==> src/hdl/amiu_pkg.sv <==
// Shared types, constants and the micro-operation table of the affine matrix inverse unit.
// Used by every module of the block; depends on nothing.
`default_nettype none
package amiu_pkg;

    localparam int FRAC_BITS_DEF = 16;
    localparam int DATA_W        = 32;
    localparam int ELEM_N        = 12;
    localparam int COF_N         = 9;
    localparam int IDX_W         = 4;
    localparam int COF_W         = 64;
    localparam int MUL_AW        = 64;
    localparam int MUL_BW        = 32;
    localparam int DIGIT_W       = 4;
    localparam int PROD_W        = MUL_AW + MUL_BW;
    localparam int ACC_W         = 100;
    localparam int Q_W           = 32;
    localparam int STEP_W        = 5;

    localparam logic [STEP_W-1:0] STEP_DET_LAST  = 5'd20;
    localparam logic [STEP_W-1:0] STEP_TRN_FIRST = 5'd21;
    localparam logic [STEP_W-1:0] STEP_TRN_LAST  = 5'd29;
    localparam logic [IDX_W-1:0]  ELEM_LAST      = 4'd11;
    localparam logic [IDX_W-1:0]  COF_LAST       = 4'd8;

    localparam logic [DATA_W-1:0] SAT_MAX = 32'h7FFF_FFFF;
    localparam logic [DATA_W-1:0] SAT_MIN = 32'h8000_0000;

    typedef enum logic [3:0] {
        ST_LOAD,
        ST_OPA,
        ST_OPB,
        ST_MUL,
        ST_ACC,
        ST_END,
        ST_DIV_GO,
        ST_DIV_WAIT,
        ST_EMIT
    } t_state;

    typedef enum logic [1:0] {
        SRC_MEM,
        SRC_COF,
        SRC_INV
    } t_asrc;

    typedef enum logic [1:0] {
        END_NONE,
        END_COF,
        END_DET,
        END_TRN
    } t_uend;

    typedef struct packed {
        t_asrc            a_src;
        logic [IDX_W-1:0] a_idx;
        logic [IDX_W-1:0] b_idx;
        logic             clr;
        logic             sub;
        t_uend            fin;
        logic [IDX_W-1:0] dst;
    } t_uop;

    typedef struct packed {
        logic              start;
        logic [MUL_AW-1:0] a_mag;
        logic [MUL_BW-1:0] b_mag;
    } t_mul_req;

    typedef struct packed {
        logic              done;
        logic [PROD_W-1:0] prod;
    } t_mul_rsp;

    function automatic t_uop uop_rom(input logic [STEP_W-1:0] idx);
        t_uop u;
        u = '{SRC_MEM, 4'd0, 4'd0, 1'b0, 1'b0, END_NONE, 4'd0};
        unique case (idx)
            5'd0:  u = '{SRC_MEM, 4'd5, 4'd10, 1'b1, 1'b0, END_NONE, 4'd0};
            5'd1:  u = '{SRC_MEM, 4'd9, 4'd6,  1'b0, 1'b1, END_COF,  4'd0};
            5'd2:  u = '{SRC_MEM, 4'd9, 4'd2,  1'b1, 1'b0, END_NONE, 4'd0};
            5'd3:  u = '{SRC_MEM, 4'd1, 4'd10, 1'b0, 1'b1, END_COF,  4'd1};
            5'd4:  u = '{SRC_MEM, 4'd1, 4'd6,  1'b1, 1'b0, END_NONE, 4'd0};
            5'd5:  u = '{SRC_MEM, 4'd5, 4'd2,  1'b0, 1'b1, END_COF,  4'd2};
            5'd6:  u = '{SRC_MEM, 4'd8, 4'd6,  1'b1, 1'b0, END_NONE, 4'd0};
            5'd7:  u = '{SRC_MEM, 4'd4, 4'd10, 1'b0, 1'b1, END_COF,  4'd3};
            5'd8:  u = '{SRC_MEM, 4'd0, 4'd10, 1'b1, 1'b0, END_NONE, 4'd0};
            5'd9:  u = '{SRC_MEM, 4'd8, 4'd2,  1'b0, 1'b1, END_COF,  4'd4};
            5'd10: u = '{SRC_MEM, 4'd4, 4'd2,  1'b1, 1'b0, END_NONE, 4'd0};
            5'd11: u = '{SRC_MEM, 4'd0, 4'd6,  1'b0, 1'b1, END_COF,  4'd5};
            5'd12: u = '{SRC_MEM, 4'd4, 4'd9,  1'b1, 1'b0, END_NONE, 4'd0};
            5'd13: u = '{SRC_MEM, 4'd8, 4'd5,  1'b0, 1'b1, END_COF,  4'd6};
            5'd14: u = '{SRC_MEM, 4'd8, 4'd1,  1'b1, 1'b0, END_NONE, 4'd0};
            5'd15: u = '{SRC_MEM, 4'd0, 4'd9,  1'b0, 1'b1, END_COF,  4'd7};
            5'd16: u = '{SRC_MEM, 4'd0, 4'd5,  1'b1, 1'b0, END_NONE, 4'd0};
            5'd17: u = '{SRC_MEM, 4'd4, 4'd1,  1'b0, 1'b1, END_COF,  4'd8};
            5'd18: u = '{SRC_COF, 4'd0, 4'd0,  1'b1, 1'b0, END_NONE, 4'd0};
            5'd19: u = '{SRC_COF, 4'd1, 4'd4,  1'b0, 1'b0, END_NONE, 4'd0};
            5'd20: u = '{SRC_COF, 4'd2, 4'd8,  1'b0, 1'b0, END_DET,  4'd0};
            5'd21: u = '{SRC_INV, 4'd0, 4'd3,  1'b1, 1'b0, END_NONE, 4'd0};
            5'd22: u = '{SRC_INV, 4'd1, 4'd7,  1'b0, 1'b0, END_NONE, 4'd0};
            5'd23: u = '{SRC_INV, 4'd2, 4'd11, 1'b0, 1'b0, END_TRN,  4'd3};
            5'd24: u = '{SRC_INV, 4'd4, 4'd3,  1'b1, 1'b0, END_NONE, 4'd0};
            5'd25: u = '{SRC_INV, 4'd5, 4'd7,  1'b0, 1'b0, END_NONE, 4'd0};
            5'd26: u = '{SRC_INV, 4'd6, 4'd11, 1'b0, 1'b0, END_TRN,  4'd7};
            5'd27: u = '{SRC_INV, 4'd8, 4'd3,  1'b1, 1'b0, END_NONE, 4'd0};
            5'd28: u = '{SRC_INV, 4'd9, 4'd7,  1'b0, 1'b0, END_NONE, 4'd0};
            5'd29: u = '{SRC_INV, 4'd10, 4'd11, 1'b0, 1'b0, END_TRN, 4'd11};
            default: u = '{SRC_MEM, 4'd0, 4'd0, 1'b0, 1'b0, END_NONE, 4'd0};
        endcase
        return u;
    endfunction

    function automatic logic [IDX_W-1:0] div_dst(input logic [IDX_W-1:0] k);
        logic [IDX_W-1:0] d;
        unique case (k)
            4'd0:    d = 4'd0;
            4'd1:    d = 4'd1;
            4'd2:    d = 4'd2;
            4'd3:    d = 4'd4;
            4'd4:    d = 4'd5;
            4'd5:    d = 4'd6;
            4'd6:    d = 4'd8;
            4'd7:    d = 4'd9;
            4'd8:    d = 4'd10;
            default: d = 4'd0;
        endcase
        return d;
    endfunction

endpackage
`default_nettype wire

==> src/hdl/amiu_mul.sv <==
// Digit-serial unsigned multiplier, 64 by 32 bits, four multiplier bits per cycle.
// Depends on amiu_pkg.
`default_nettype none
module amiu_mul
    import amiu_pkg::*;
(
    input  wire logic     i_clk,
    input  wire logic     i_rst_n,
    input  wire t_mul_req i_req,
    output t_mul_rsp      o_rsp
);

    localparam int STEPS = MUL_BW / DIGIT_W;
    localparam int CNT_W = $clog2(STEPS);

    logic [PROD_W-1:0] r_a_sh;
    logic [MUL_BW-1:0] r_b;
    logic [PROD_W-1:0] r_p;
    logic [CNT_W-1:0]  r_cnt;
    logic              r_busy;
    logic              w_last;

    assign w_last = r_busy && (r_cnt == CNT_W'(STEPS - 1));

    always_ff @(posedge i_clk) begin
        if (!i_rst_n) begin
            r_busy <= 1'b0;
            r_cnt  <= '0;
        end else if (i_req.start) begin
            r_busy <= 1'b1;
            r_cnt  <= '0;
        end else if (r_busy) begin
            r_cnt <= r_cnt + 1'b1;
            if (w_last) begin
                r_busy <= 1'b0;
            end
        end
    end

    always_ff @(posedge i_clk) begin
        if (i_req.start) begin
            r_a_sh <= PROD_W'(i_req.a_mag);
            r_b    <= i_req.b_mag;
            r_p    <= '0;
        end else if (r_busy) begin
            r_p    <= r_p + r_a_sh * PROD_W'(r_b[DIGIT_W-1:0]);
            r_a_sh <= r_a_sh << DIGIT_W;
            r_b    <= r_b >> DIGIT_W;
        end
    end

    assign o_rsp.done = w_last;
    assign o_rsp.prod = r_p;

endmodule
`default_nettype wire

==> src/hdl/amiu_div.sv <==
// Restoring divider that yields one quotient bit per cycle, with an up-front overflow check.
// Depends on amiu_pkg.
`default_nettype none
module amiu_div
    import amiu_pkg::*;
#(
    parameter int NUM_W = COF_W + 2 * FRAC_BITS_DEF
) (
    input  wire logic             i_clk,
    input  wire logic             i_rst_n,
    input  wire logic             i_start,
    input  wire logic [NUM_W-1:0] i_num,
    input  wire logic [ACC_W-1:0] i_den,
    output logic                  o_done,
    output logic                  o_ovf,
    output logic [Q_W-1:0]        o_quo
);

    localparam int RW    = ACC_W + 1;
    localparam int CNT_W = $clog2(Q_W);

    logic [RW-1:0]    r_rem;
    logic [Q_W-1:0]   r_low;
    logic [Q_W-1:0]   r_quo;
    logic [CNT_W-1:0] r_cnt;
    logic             r_busy;
    logic             r_done;
    logic             r_ovf;
    logic [RW-1:0]    w_hi;
    logic [RW-1:0]    w_den;
    logic [RW-1:0]    w_trial;
    logic             w_fit;

    assign w_hi    = RW'(i_num[NUM_W-1:Q_W]);
    assign w_den   = RW'(i_den);
    assign w_trial = {r_rem[RW-2:0], r_low[Q_W-1]};
    assign w_fit   = (w_trial >= w_den);

    always_ff @(posedge i_clk) begin
        if (!i_rst_n) begin
            r_busy <= 1'b0;
            r_done <= 1'b0;
            r_cnt  <= '0;
        end else begin
            r_done <= 1'b0;
            if (i_start) begin
                r_cnt <= '0;
                if (w_hi >= w_den) begin
                    r_done <= 1'b1;
                end else begin
                    r_busy <= 1'b1;
                end
            end else if (r_busy) begin
                r_cnt <= r_cnt + 1'b1;
                if (r_cnt == CNT_W'(Q_W - 1)) begin
                    r_busy <= 1'b0;
                    r_done <= 1'b1;
                end
            end
        end
    end

    always_ff @(posedge i_clk) begin
        if (i_start) begin
            r_ovf <= (w_hi >= w_den);
            r_rem <= w_hi;
            r_low <= i_num[Q_W-1:0];
            r_quo <= '0;
        end else if (r_busy) begin
            r_rem <= w_fit ? (w_trial - w_den) : w_trial;
            r_low <= r_low << 1;
            r_quo <= {r_quo[Q_W-2:0], w_fit};
        end
    end

    assign o_done = r_done;
    assign o_ovf  = r_ovf;
    assign o_quo  = r_quo;

endmodule
`default_nettype wire

==> src/hdl/affine_matrix_inverse_unit.sv <==
// Affine 3x4 matrix inverse: element store, micro-op sequencer, result emitter.
// Depends on amiu_pkg, amiu_mul and amiu_div.
// The sequencer runs 30 serial products through the four-bit digit-serial multiplier and
// 9 divisions on the shared bit-per-cycle divider; the divisions are skipped when singular.
// Reset is synchronous, active low.
`default_nettype none
module affine_matrix_inverse_unit
    import amiu_pkg::*;
#(
    parameter int FRAC_BITS = FRAC_BITS_DEF
) (
    input  wire logic                     i_clk,
    input  wire logic                     i_rst_n,
    input  wire logic                     i_valid,
    output logic                          o_stall,
    input  wire logic signed [DATA_W-1:0] i_element_value,
    output logic                          o_valid,
    input  wire logic                     i_stall,
    output logic [IDX_W-1:0]              o_element_index,
    output logic signed [DATA_W-1:0]      o_result_value,
    output logic                          o_singular,
    output logic                          o_last
);

    localparam int NUM_W = COF_W + 2 * FRAC_BITS;

    t_state r_state, n_state;

    logic [DATA_W-1:0] r_mem [ELEM_N];
    logic [COF_W-1:0]  r_cof [COF_N];
    logic [DATA_W-1:0] r_inv [ELEM_N];

    logic [IDX_W-1:0]  r_load_cnt;
    logic [STEP_W-1:0] r_step;
    logic [IDX_W-1:0]  r_div_k;
    logic [IDX_W-1:0]  r_emit_idx;
    logic [ACC_W-1:0]  r_acc;
    logic [ACC_W-1:0]  r_det;
    logic              r_sing;
    logic [MUL_AW-1:0] r_opa_mag;
    logic              r_opa_neg;
    logic              r_neg;

    logic              r_o_valid;
    logic [IDX_W-1:0]  r_o_index;
    logic [DATA_W-1:0] r_o_value;
    logic              r_o_sing;
    logic              r_o_last;

    t_uop              w_uop;
    logic              w_in_acc;
    logic              w_out_free;
    logic [IDX_W-1:0]  w_mem_addr;
    logic [IDX_W-1:0]  w_cof_addr;
    logic [IDX_W-1:0]  w_inv_addr;
    logic [DATA_W-1:0] w_mem_rd;
    logic [COF_W-1:0]  w_cof_rd;
    logic [DATA_W-1:0] w_inv_rd;
    logic [MUL_AW-1:0] w_opa;
    logic [ACC_W-1:0]  w_term;
    logic [COF_W-1:0]  w_cof_mag;
    logic [ACC_W-1:0]  w_det_mag;
    logic [NUM_W-1:0]  w_div_num;
    logic [DATA_W-1:0] w_quo_sat;
    logic [DATA_W-1:0] w_trn_sat;
    logic [ACC_W-1:0]  w_trn_neg;
    logic [ACC_W-1:0]  w_trn_sh;
    logic              w_div_start;
    logic              w_div_done;
    logic              w_div_ovf;
    logic [Q_W-1:0]    w_div_quo;
    logic              w_div_neg;
    t_mul_req          w_mul_req;
    t_mul_rsp          w_mul_rsp;

    assign w_uop      = uop_rom(r_step);
    assign w_in_acc   = i_valid && !o_stall;
    assign w_out_free = !r_o_valid || !i_stall;

    assign w_mem_addr = (r_state == ST_OPA) ? w_uop.a_idx : w_uop.b_idx;
    assign w_cof_addr = (r_state == ST_OPA) ? w_uop.a_idx : r_div_k;
    assign w_inv_addr = (r_state == ST_EMIT) ? r_emit_idx : w_uop.a_idx;
    assign w_mem_rd   = r_mem[w_mem_addr];
    assign w_cof_rd   = r_cof[w_cof_addr];
    assign w_inv_rd   = r_inv[w_inv_addr];

    always_comb begin
        case (w_uop.a_src)
            SRC_COF: w_opa = w_cof_rd;
            SRC_INV: w_opa = {{(MUL_AW-DATA_W){w_inv_rd[DATA_W-1]}}, w_inv_rd};
            default: w_opa = {{(MUL_AW-DATA_W){w_mem_rd[DATA_W-1]}}, w_mem_rd};
        endcase
    end

    assign w_mul_req.start = (r_state == ST_OPB);
    assign w_mul_req.a_mag = r_opa_mag;
    assign w_mul_req.b_mag = w_mem_rd[DATA_W-1] ? (~w_mem_rd + 1'b1) : w_mem_rd;

    amiu_mul u_mul (
        .i_clk   (i_clk),
        .i_rst_n (i_rst_n),
        .i_req   (w_mul_req),
        .o_rsp   (w_mul_rsp)
    );

    assign w_term    = ACC_W'(w_mul_rsp.prod);
    assign w_cof_mag = w_cof_rd[COF_W-1] ? (~w_cof_rd + 1'b1) : w_cof_rd;
    assign w_det_mag = r_det[ACC_W-1] ? (~r_det + 1'b1) : r_det;
    assign w_div_num = NUM_W'(w_cof_mag) << (2 * FRAC_BITS);
    assign w_div_neg = w_cof_rd[COF_W-1] ^ r_det[ACC_W-1];

    amiu_div #(
        .NUM_W (NUM_W)
    ) u_div (
        .i_clk   (i_clk),
        .i_rst_n (i_rst_n),
        .i_start (w_div_start),
        .i_num   (w_div_num),
        .i_den   (w_det_mag),
        .o_done  (w_div_done),
        .o_ovf   (w_div_ovf),
        .o_quo   (w_div_quo)
    );

    always_comb begin
        if (!w_div_neg) begin
            w_quo_sat = (w_div_ovf || w_div_quo[Q_W-1]) ? SAT_MAX : w_div_quo;
        end else if (w_div_ovf || (w_div_quo[Q_W-1] && (w_div_quo[Q_W-2:0] != '0))) begin
            w_quo_sat = SAT_MIN;
        end else begin
            w_quo_sat = ~w_div_quo + 1'b1;
        end
    end

    assign w_trn_neg = ~r_acc + 1'b1;
    assign w_trn_sh  = ACC_W'($signed(w_trn_neg) >>> FRAC_BITS);

    always_comb begin
        if ((w_trn_sh[ACC_W-1:DATA_W-1] == '0) || (w_trn_sh[ACC_W-1:DATA_W-1] == '1)) begin
            w_trn_sat = w_trn_sh[DATA_W-1:0];
        end else begin
            w_trn_sat = w_trn_sh[ACC_W-1] ? SAT_MIN : SAT_MAX;
        end
    end

    always_ff @(posedge i_clk) begin
        if (!i_rst_n) begin
            r_state <= ST_LOAD;
        end else begin
            r_state <= n_state;
        end
    end

    always_comb begin
        n_state     = r_state;
        w_div_start = 1'b0;
        unique case (r_state)
            ST_LOAD: begin
                if (w_in_acc && (r_load_cnt == ELEM_LAST)) begin
                    n_state = ST_OPA;
                end
            end
            ST_OPA: n_state = ST_OPB;
            ST_OPB: n_state = ST_MUL;
            ST_MUL: begin
                if (w_mul_rsp.done) begin
                    n_state = ST_ACC;
                end
            end
            ST_ACC: n_state = (w_uop.fin == END_NONE) ? ST_OPA : ST_END;
            ST_END: begin
                if (r_step == STEP_DET_LAST) begin
                    n_state = ST_DIV_GO;
                end else if (r_step == STEP_TRN_LAST) begin
                    n_state = ST_EMIT;
                end else begin
                    n_state = ST_OPA;
                end
            end
            ST_DIV_GO: begin
                if (!r_sing) begin
                    w_div_start = 1'b1;
                    n_state     = ST_DIV_WAIT;
                end else if (r_div_k == COF_LAST) begin
                    n_state = ST_OPA;
                end
            end
            ST_DIV_WAIT: begin
                if (w_div_done) begin
                    n_state = (r_div_k == COF_LAST) ? ST_OPA : ST_DIV_GO;
                end
            end
            ST_EMIT: begin
                if (w_out_free && (r_emit_idx == ELEM_LAST)) begin
                    n_state = ST_LOAD;
                end
            end
            default: n_state = ST_LOAD;
        endcase
    end

    always_ff @(posedge i_clk) begin
        if (!i_rst_n) begin
            r_load_cnt <= '0;
        end else if (w_in_acc) begin
            r_load_cnt <= (r_load_cnt == ELEM_LAST) ? '0 : r_load_cnt + 1'b1;
        end
    end

    always_ff @(posedge i_clk) begin
        if (w_in_acc) begin
            r_mem[r_load_cnt] <= i_element_value;
        end
        case (r_state)
            ST_LOAD: begin
                r_step     <= '0;
                r_div_k    <= '0;
                r_emit_idx <= '0;
            end
            ST_OPA: begin
                r_opa_mag <= w_opa[MUL_AW-1] ? (~w_opa + 1'b1) : w_opa;
                r_opa_neg <= w_opa[MUL_AW-1];
            end
            ST_OPB: begin
                r_neg <= r_opa_neg ^ w_mem_rd[DATA_W-1] ^ w_uop.sub;
            end
            ST_ACC: begin
                r_acc <= (w_uop.clr ? '0 : r_acc) + (r_neg ? (~w_term + 1'b1) : w_term);
                if (w_uop.fin == END_NONE) begin
                    r_step <= r_step + 1'b1;
                end
            end
            ST_END: begin
                case (w_uop.fin)
                    END_COF: r_cof[w_uop.dst] <= r_acc[COF_W-1:0];
                    END_DET: begin
                        r_det  <= r_acc;
                        r_sing <= (r_acc == '0);
                    end
                    END_TRN: r_inv[w_uop.dst] <= w_trn_sat;
                    default: ;
                endcase
                r_step <= r_step + 1'b1;
            end
            ST_DIV_GO: begin
                if (r_sing) begin
                    r_inv[div_dst(r_div_k)] <= '0;
                    r_div_k <= r_div_k + 1'b1;
                end
            end
            ST_DIV_WAIT: begin
                if (w_div_done) begin
                    r_inv[div_dst(r_div_k)] <= w_quo_sat;
                    r_div_k <= r_div_k + 1'b1;
                end
            end
            ST_EMIT: begin
                if (w_out_free) begin
                    r_emit_idx <= r_emit_idx + 1'b1;
                end
            end
            default: ;
        endcase
    end

    always_ff @(posedge i_clk) begin
        if (!i_rst_n) begin
            r_o_valid <= 1'b0;
        end else if ((r_state == ST_EMIT) && w_out_free) begin
            r_o_valid <= 1'b1;
        end else if (!i_stall) begin
            r_o_valid <= 1'b0;
        end
    end

    always_ff @(posedge i_clk) begin
        if ((r_state == ST_EMIT) && w_out_free) begin
            r_o_index <= r_emit_idx;
            r_o_value <= w_inv_rd;
            r_o_sing  <= r_sing;
            r_o_last  <= (r_emit_idx == ELEM_LAST);
        end
    end

    assign o_stall         = (r_state != ST_LOAD);
    assign o_valid         = r_o_valid;
    assign o_element_index = r_o_index;
    assign o_result_value  = r_o_value;
    assign o_singular      = r_o_sing;
    assign o_last          = r_o_last;

endmodule
`default_nettype wire

==> config.mk <==
export PLATFORM = sky130hd
export DESIGN_NAME = affine_matrix_inverse_unit
export DESIGN_NICKNAME = d
export VERILOG_FILES = /design/src/hdl/amiu_pkg.sv /design/src/hdl/amiu_mul.sv /design/src/hdl/amiu_div.sv /design/src/hdl/affine_matrix_inverse_unit.sv
export SDC_FILE = /design/constraint.sdc
export NUM_CORES = 2
export LEC_CHECK = 0
export BUFFER_PORTS_ARGS = -buffer_cell sky130_fd_sc_hd__buf_4
export CAP_MARGIN = 20
export CORE_ASPECT_RATIO = 1.1
export CORE_MARGIN = 1.5
export CORE_UTILIZATION = 50
export DETAILED_ROUTE_END_ITERATION = 7
export PLACE_DENSITY = 0.65
export SYNTH_ARGS = -nofsm -noshare
export SYNTH_HDL_FRONTEND = slang
export SYNTH_SLANG_ARGS = --single-unit
export TNS_END_PERCENT = 20
==> constraint.sdc <==
create_clock -name i_clk -period 19.75 [get_ports i_clk]
set_input_delay 3.95 -clock i_clk [delete_from_list [all_inputs] [get_ports i_clk]]
set_output_delay 3.95 -clock i_clk [all_outputs]
set_load 0.1 [all_outputs]
### Word-level counts from Yosys, hierarchy flattened

Memories as Yosys holds them, arrays and structs flattened. A register that Yosys moved wholly into a read port is not among the register bits.
Cells that the tools add are included.

| cells by class | value |
|---|---|
| add/subtract/negate cells | 16 |
| $mul | 1 |
| $lt $le $gt $ge | 2 |
| equal/unequal tests | 31 |
| multiplexer cells | 83 |
| bitwise gates (word level) | 11 |
| reduce and logical (&&, ||, !) cells | 33 |

Operators by type and width:

| kind | count |
|---|---|
| two-way mux 100 bit | 4 |
| two-way mux 32 bit | 10 |
| two-way mux 64 bit | 5 |
| adder 100 x 1 -> 100 bit (second input constant) | 3 |
| inverter 100 bit | 2 |
| adder 64 x 1 -> 64 bit (second input constant) | 2 |
| inverter 64 bit | 2 |
| case mux 64 bit (2 select lines) | 1 |
| >= comparator 101 x 100 -> 1 bit | 1 |
| adder 100 bit | 1 |
| >= comparator 64 x 100 -> 1 bit | 1 |
| zero test 100 bit | 1 |
| inverter 96 -> 100 bit | 1 |
| subtractor 100 bit | 1 |
| adder 96 bit | 1 |
| multiplier 96 x 4 -> 96 bit | 1 |
| two-way mux 4 bit | 23 |
| == test 69 bit (second input constant) | 1 |
| zero test 69 bit | 1 |
| adder 32 x 1 -> 32 bit (second input constant) | 2 |
| inverter 32 bit | 2 |
| OR reduction 32 bit | 2 |
| two-way mux 63 bit | 1 |
| case mux 4 bit (9 select lines) | 1 |
| other kinds (35) | 107 |

| storage, ports and cells | value |
|---|---|
| register bits after elaboration | 695 |
| bits in writable memories | 1344 |
| bits in read-only memories | 704 |
| input bits | 36 |
| output and inout bits | 40 |
| word-level logic and storage cells | 213 |
| memories kept | 6 |

Memories:

| memory | depth | bits a word | rd ports | clocked after Yosys merged registers in | write ports | line | text |
|---|---|---|---|---|---|---|---|
| (no name shown) | 32 | 18 | 1 | 1 | 0 | amiu_pkg.sv:78 | `unique case (idx)` |
| r_cof | 9 | 64 | 1 | 0 | 1 | affine_matrix_inverse_unit.sv:30 | `logic [COF_W-1:0] r_cof [COF_N];` |
| r_inv | 12 | 32 | 1 | 0 | 1 | affine_matrix_inverse_unit.sv:31 | `logic [DATA_W-1:0] r_inv [ELEM_N];` |
| r_mem | 12 | 32 | 1 | 0 | 1 | affine_matrix_inverse_unit.sv:29 | `logic [DATA_W-1:0] r_mem [ELEM_N];` |
| (no name shown) | 16 | 4 | 1 | 1 | 0 | amiu_pkg.sv:116 | `unique case (k)` |
| (no name shown) | 16 | 4 | 1 | 1 | 0 | amiu_pkg.sv:116 |  |

### Depth between registers and ports, before layout

An unclocked memory read counts as a cell.

| logic depth | value |
|---|---|
| word-level depth | 9 |
| depth in mapped cells | 34 |
| mapped depth without buffers | 28 |

### Modules after synthesis

A second synthesis with hierarchy kept.

| second synthesis, totals | value |
|---|---|
| cells, all modules | 11731 |
| area, all modules | 123752.4 µm² |

By module, submodules not included:

| module | instances | cells an instance | area each (µm²) | seq. area each (µm²) |
|---|---|---|---|---|
| affine_matrix_inverse_unit | 1 | 7032 | 83272.4 | 50508.4 |
| amiu_mul | 1 | 2678 | 24243.3 | 5525.3 |
| amiu_div | 1 | 2021 | 16236.8 | 4414.2 |

### Least setup slack after synthesis

Ideal clock, no wire load.

| timing | value |
|---|---|
| path type | register to register |
| start point | reg r_state[1] |
| end point | reg r_det[0] (enable) |
| library setup time | 0.705 ns |
| data arrival time | 8.243 ns |
| slack | 10.802 ns |
| stages on the path, launching flop included | 6 |
| cell sequence | dfxtp_1 > nor2_1 > and2_0 > clkbuf_1 > nand2_1 > nor3b_1 |

| between the ends | value |
|---|---|
| word-level cells in the longest chain between the ends | 2 |

Ends and longest elaborated chain:

| element | line | text |
|---|---|---|
| start, declared | affine_matrix_inverse_unit.sv:27 | `t_state r_state, n_state;` |
| start signal, assigned | affine_matrix_inverse_unit.sv:150 | `r_state <= n_state;` |
| == test 4 x 3 -> 1 bit | affine_matrix_inverse_unit.sv:214 | `case (r_state)` |
| AND reduction 2 bit (no line) | - |  |
| end signal, assigned | affine_matrix_inverse_unit.sv:237 | `r_det <= r_acc;` |
| end, declared | affine_matrix_inverse_unit.sv:38 | `logic [ACC_W-1:0] r_det;` |

Every way passes these cells.
A chain may end at the register's enable or synchronous reset.

### Worst setup path after layout

| timing | value |
|---|---|
| start point | reg r_det[9] |
| end point | reg u_div.r_rem[4] (data pin) |

| between the ends | value |
|---|---|
| word-level cells in the longest chain between the ends | 7 |

Ends and longest elaborated chain:

| element | line | text |
|---|---|---|
| inverter 100 bit | affine_matrix_inverse_unit.sv:108 | `assign w_det_mag = r_det[ACC_W-1] ? (~r_det + 1'b1) : r_det;` |
| adder 100 x 1 -> 100 bit | affine_matrix_inverse_unit.sv:108 |  |
| two-way mux 100 bit (*) | affine_matrix_inverse_unit.sv:108 |  |
| >= comparator 101 x 100 -> 1 bit (*) | amiu_div.sv:37 | `assign w_fit = (w_trial >= w_den);` |
| two-way mux 100 bit (*) | amiu_div.sv:70 | `r_rem <= w_fit ? (w_trial - w_den) : w_trial;` |
| two-way mux 64 bit (*) | amiu_div.sv:69 | `end else if (r_busy) begin` |
| two-way mux 64 bit (*) | amiu_div.sv:64 | `if (i_start) begin` |
| end signal, assigned | amiu_div.sv:66 | `r_rem <= w_hi;` |
| end signal, assigned | amiu_div.sv:70 |  |
| end, declared | amiu_div.sv:22 | `logic [RW-1:0] r_rem;` |

Mark *: on every way between the ends. The rest lies on a longest branch, timed or not. The select of a mux whose other input is x is not followed.

==> impl_metrics.yaml <==
drt:
  first_iter_violations: 8733
  vias: 87973
  ant_nets: 0
  drc_errors: 0
  drt_wl_total_mm: 386
  routedWlPerCell_um: 27.4
  first_pass_iters: 7
  vias_per_cell: 6.24
critical_path:
  timing.rr.end: "u_div.r_rem[4]"
  r2r-start: "r_det[9]"
  startpoint: "r_det[9]"
  reg2reg_slack_ns: 10.35
  end_kind: "register"
  crit_fanout: 89
  path_class: "register to register"
  worstPathArrival_ns: 10.04
  crit_path_start_kind: "register"
  r2r_cells: 26
  required_ns: 20.39
die:
  dieArea_sq_um: 240000
  io_pins: 76
  core_area_sq_um: 236000
  chipWidth_um: 467
  die_y_um: 513
  start_util: 0.503
  rows: 187
synth:
  synth_area_sq_um: 118000
  synthMuxAreaShare: 0.0653
  ys_seq_area_frac: 0.502
  synthDistinctLibCells: 105
  yosys_warnings: 0
  synthTopCellsByArea: "edfxtp_1 46%, mux2i_1 5.0%, nand2_1 4.8%"
  ys_seq_elements: 2060
  synth-simple-area-share: 0.139
  synth_top_family_by_area: "simple AND/OR/NAND/NOR gates"
  synth_edf_count: 1823
  synthesis.nets: 11538
  yosysTopAreaCell: "edfxtp_1"
  synth-adder-area-share: 0.0889
  synth_top_cell_area_share: 0.462
  synth_compound_area_frac: 0.124
  synth.avg_cell_area_sq_um: 10.9
  ys_async_sr_fraction: 0
  synth_xor_area_frac: 0.0501
  ys.flop_type: "edfxtp_1"
  netlist_instances: 10829
clocking:
  postCtsSetupBuffers: 0
  clk_path_buf_depth: 3
  clk_pin_slew_worst_paths_ns: 0.06
  cts_tree: "done"
  clk_latency_ns: 0.93
  htreeDepth: 4
  cts-root-buf: "clkbuf_16"
  cts_hold_buf: 0
  post_cts_resized: 0
  numCtsBuffers: 214
  cts_sinks: 2060
power:
  p_leak_nw: 49.7
  p_int_mw: 9.58
  power_density_nw_per_um2: 124
  combPwrFrac: 0.421
  power_mw: 16.1
  power.switching_mw: 6.49
  peakVddDrop_mv: 0.115
  pwr-share-seq: 0.326
  p_sw_frac: 0.404
  p_clk_frac: 0.254
finish:
  drive_above_1_share: 0.0806
  layout_commonest_cell: "edfxtp_1"
  fin_nets: 11492
  area_delta_synth_final_pct: 9.72
  layout_common_cells: "1823 x edfxtp_1, 1512 x nand2_1, 700 x nor2_1, 672 x a21oi_1, 581 x mux2i_1"
sta:
  fin_skew_ns: 0.0834
  fmax_mhz: 106
  final.min_clock_period_ns: 9.40
  finalSetupTns_ns: 0
  hold_viol_final: 0
  fin_crit_sh: 0.476
  worst_pin_slew_ns: 1.34
  slew_violations: 0
  rsz0062_at_grt: "false"
  setup_viol: 0
  max-slew-margin-rel: 0.107
run:
  cap_violations: 0
outcome:
  status: "completed"
placement:
  finalWeightedCongestion: 1.03
  port_buffers: 75
  place_hpwl_mm: 279
hold_path:
  hp-start: "u_mul.r_a_sh[95]"
  hold_class: "register to register"
  hold_path_end: "u_mul.r_a_sh[95]"
  hold_depth: 2
global_routing:
  grt_start_max_net_pins: 118
  grt_pass1_vias: 85696
  grt_antenna_before_repair: 26
  grt_usage: 0.316
  grt_pass1_wl_mm: 563
  grt_overflow: 0
==> synthesized netlist by cell type, drive strengths merged (162+ instances only) <==
master,n
and2,209
xnor2,377
inv,340
clkbuf,440
nor2,726
fa,280
xor2,299
ha,393
mux2i,592
nand3,208
o21ai,504
a21oi,675
a21o,218
edfxtp,1823
nand2,1513
nor2b,162
nand4,166
dfxtp,237
==> stage by stage <==
step,area (sq um),setup WS (ns),util,std cells,hold WS [ns]
after floorplan,118000,10.80,-,10829,0.424
after global placement,123000,10.65,0.521,13671,0.478
after detailed placement,123000,10.56,0.521,13678,0.492
after CTS,130000,10.49,0.551,14078,0.487
after global routing,130000,9.91,0.551,14089,0.512
final,130000,10.35,0.551,14100,0.498
==> power by group through the flow <==
stage	Combinational, mW	Clock [mW]	Sequential (mW)
global route	7.29	4.28	5.26
CTS	6.67	4.12	5.23
global placement	6.57	0	5.32
finish	6.76	4.08	5.23
floorplan	4.59	0	5.20
detailed placement	6.63	0	5.33
==> worst max-delay path, cell delays in order (launching register included) <==
cell      delay, ns
edfxtp_1       0.44
or4_4          0.55
or3_4          0.37
or4_4          0.45
or3_4          0.45
nand2b_4       0.20
or3_4          0.42
or3_2          0.47
o21ai_0        0.21
xor2_1         0.37
ha_1           0.37
and2_0         0.28
a221o_1        0.35
a21o_1         0.19
a21oi_1        0.15
o21ai_0        0.09
nor3_1         0.28
o41a_1         0.18
o21ai_0        0.32
a21o_1         0.28
a21oi_1        0.25
o21a_4         0.51
buf_4          0.55
buf_4          0.80
nor3_1         0.15
a21oi_1        0.16
a21oi_1        0.09
==> how the worst max path moves through the flow <==
stage	to	slack [ns]	depth (start not counted)
after floorplan	r_det[0]	10.80	5
after global placement	u_div.r_rem[6]	10.65	26
after detailed placement	u_div.r_rem[4]	10.56	26
after CTS	u_div.r_rem[43]	10.49	26
after global routing	u_div.r_rem[22]	9.91	27
final	u_div.r_rem[4]	10.35	26
==> area by class of cell <==
class / count / area, sq um
multi-input cells: 7856 / 55800
clock buffers: 272 / 5690
clock inverters: 128 / 1370
diodes: 15 / 37.5
fillers: 20127 / 106000
inverters: 342 / 1290
flip-flops and latches: 2060 / 59500
repair buffers: 309 / 2380
well taps: 3118 / 3900
==> registers in the layout, indices dropped and copies added (netlist names), 17 cells and up, named ones only <==
register	count
r_acc	100
r_mem	384
u_mul.r_a_sh	96
w_uop	17
r_opa_mag	64
r_inv	384
r_cof	576
u_div.o_quo	32
r_det	100
u_div.r_rem	100
u_mul.r_p	96
o_result_value	32
u_mul.r_b	32
==> layer usage <==
layer  wire length, um  vias to the layer above  GRT usage
met5                42                        -          0
met4             24000                        6      0.176
met3             27700                      860     0.0571
met2            186000                     3663      0.527
met1            148000                    43865      0.388
li1                  -                    39579          -
==> logic make-up (layout without fill, tap and decap cells) <==
kind of cell / count (synthesis) / in the layout
AOI/OAI and AO/OA: 2288 / 2288
xor gates and xnor gates: 676 / 676
adders and majority gates: 674 / 674
buffers and inverters: 913 / 1051
DFF: 2060 / 2060
muxes: 682 / 682
other: 0 / 15
and+or+nand+nor: 3536 / 3536
Power figures use the tool's default switching activity.
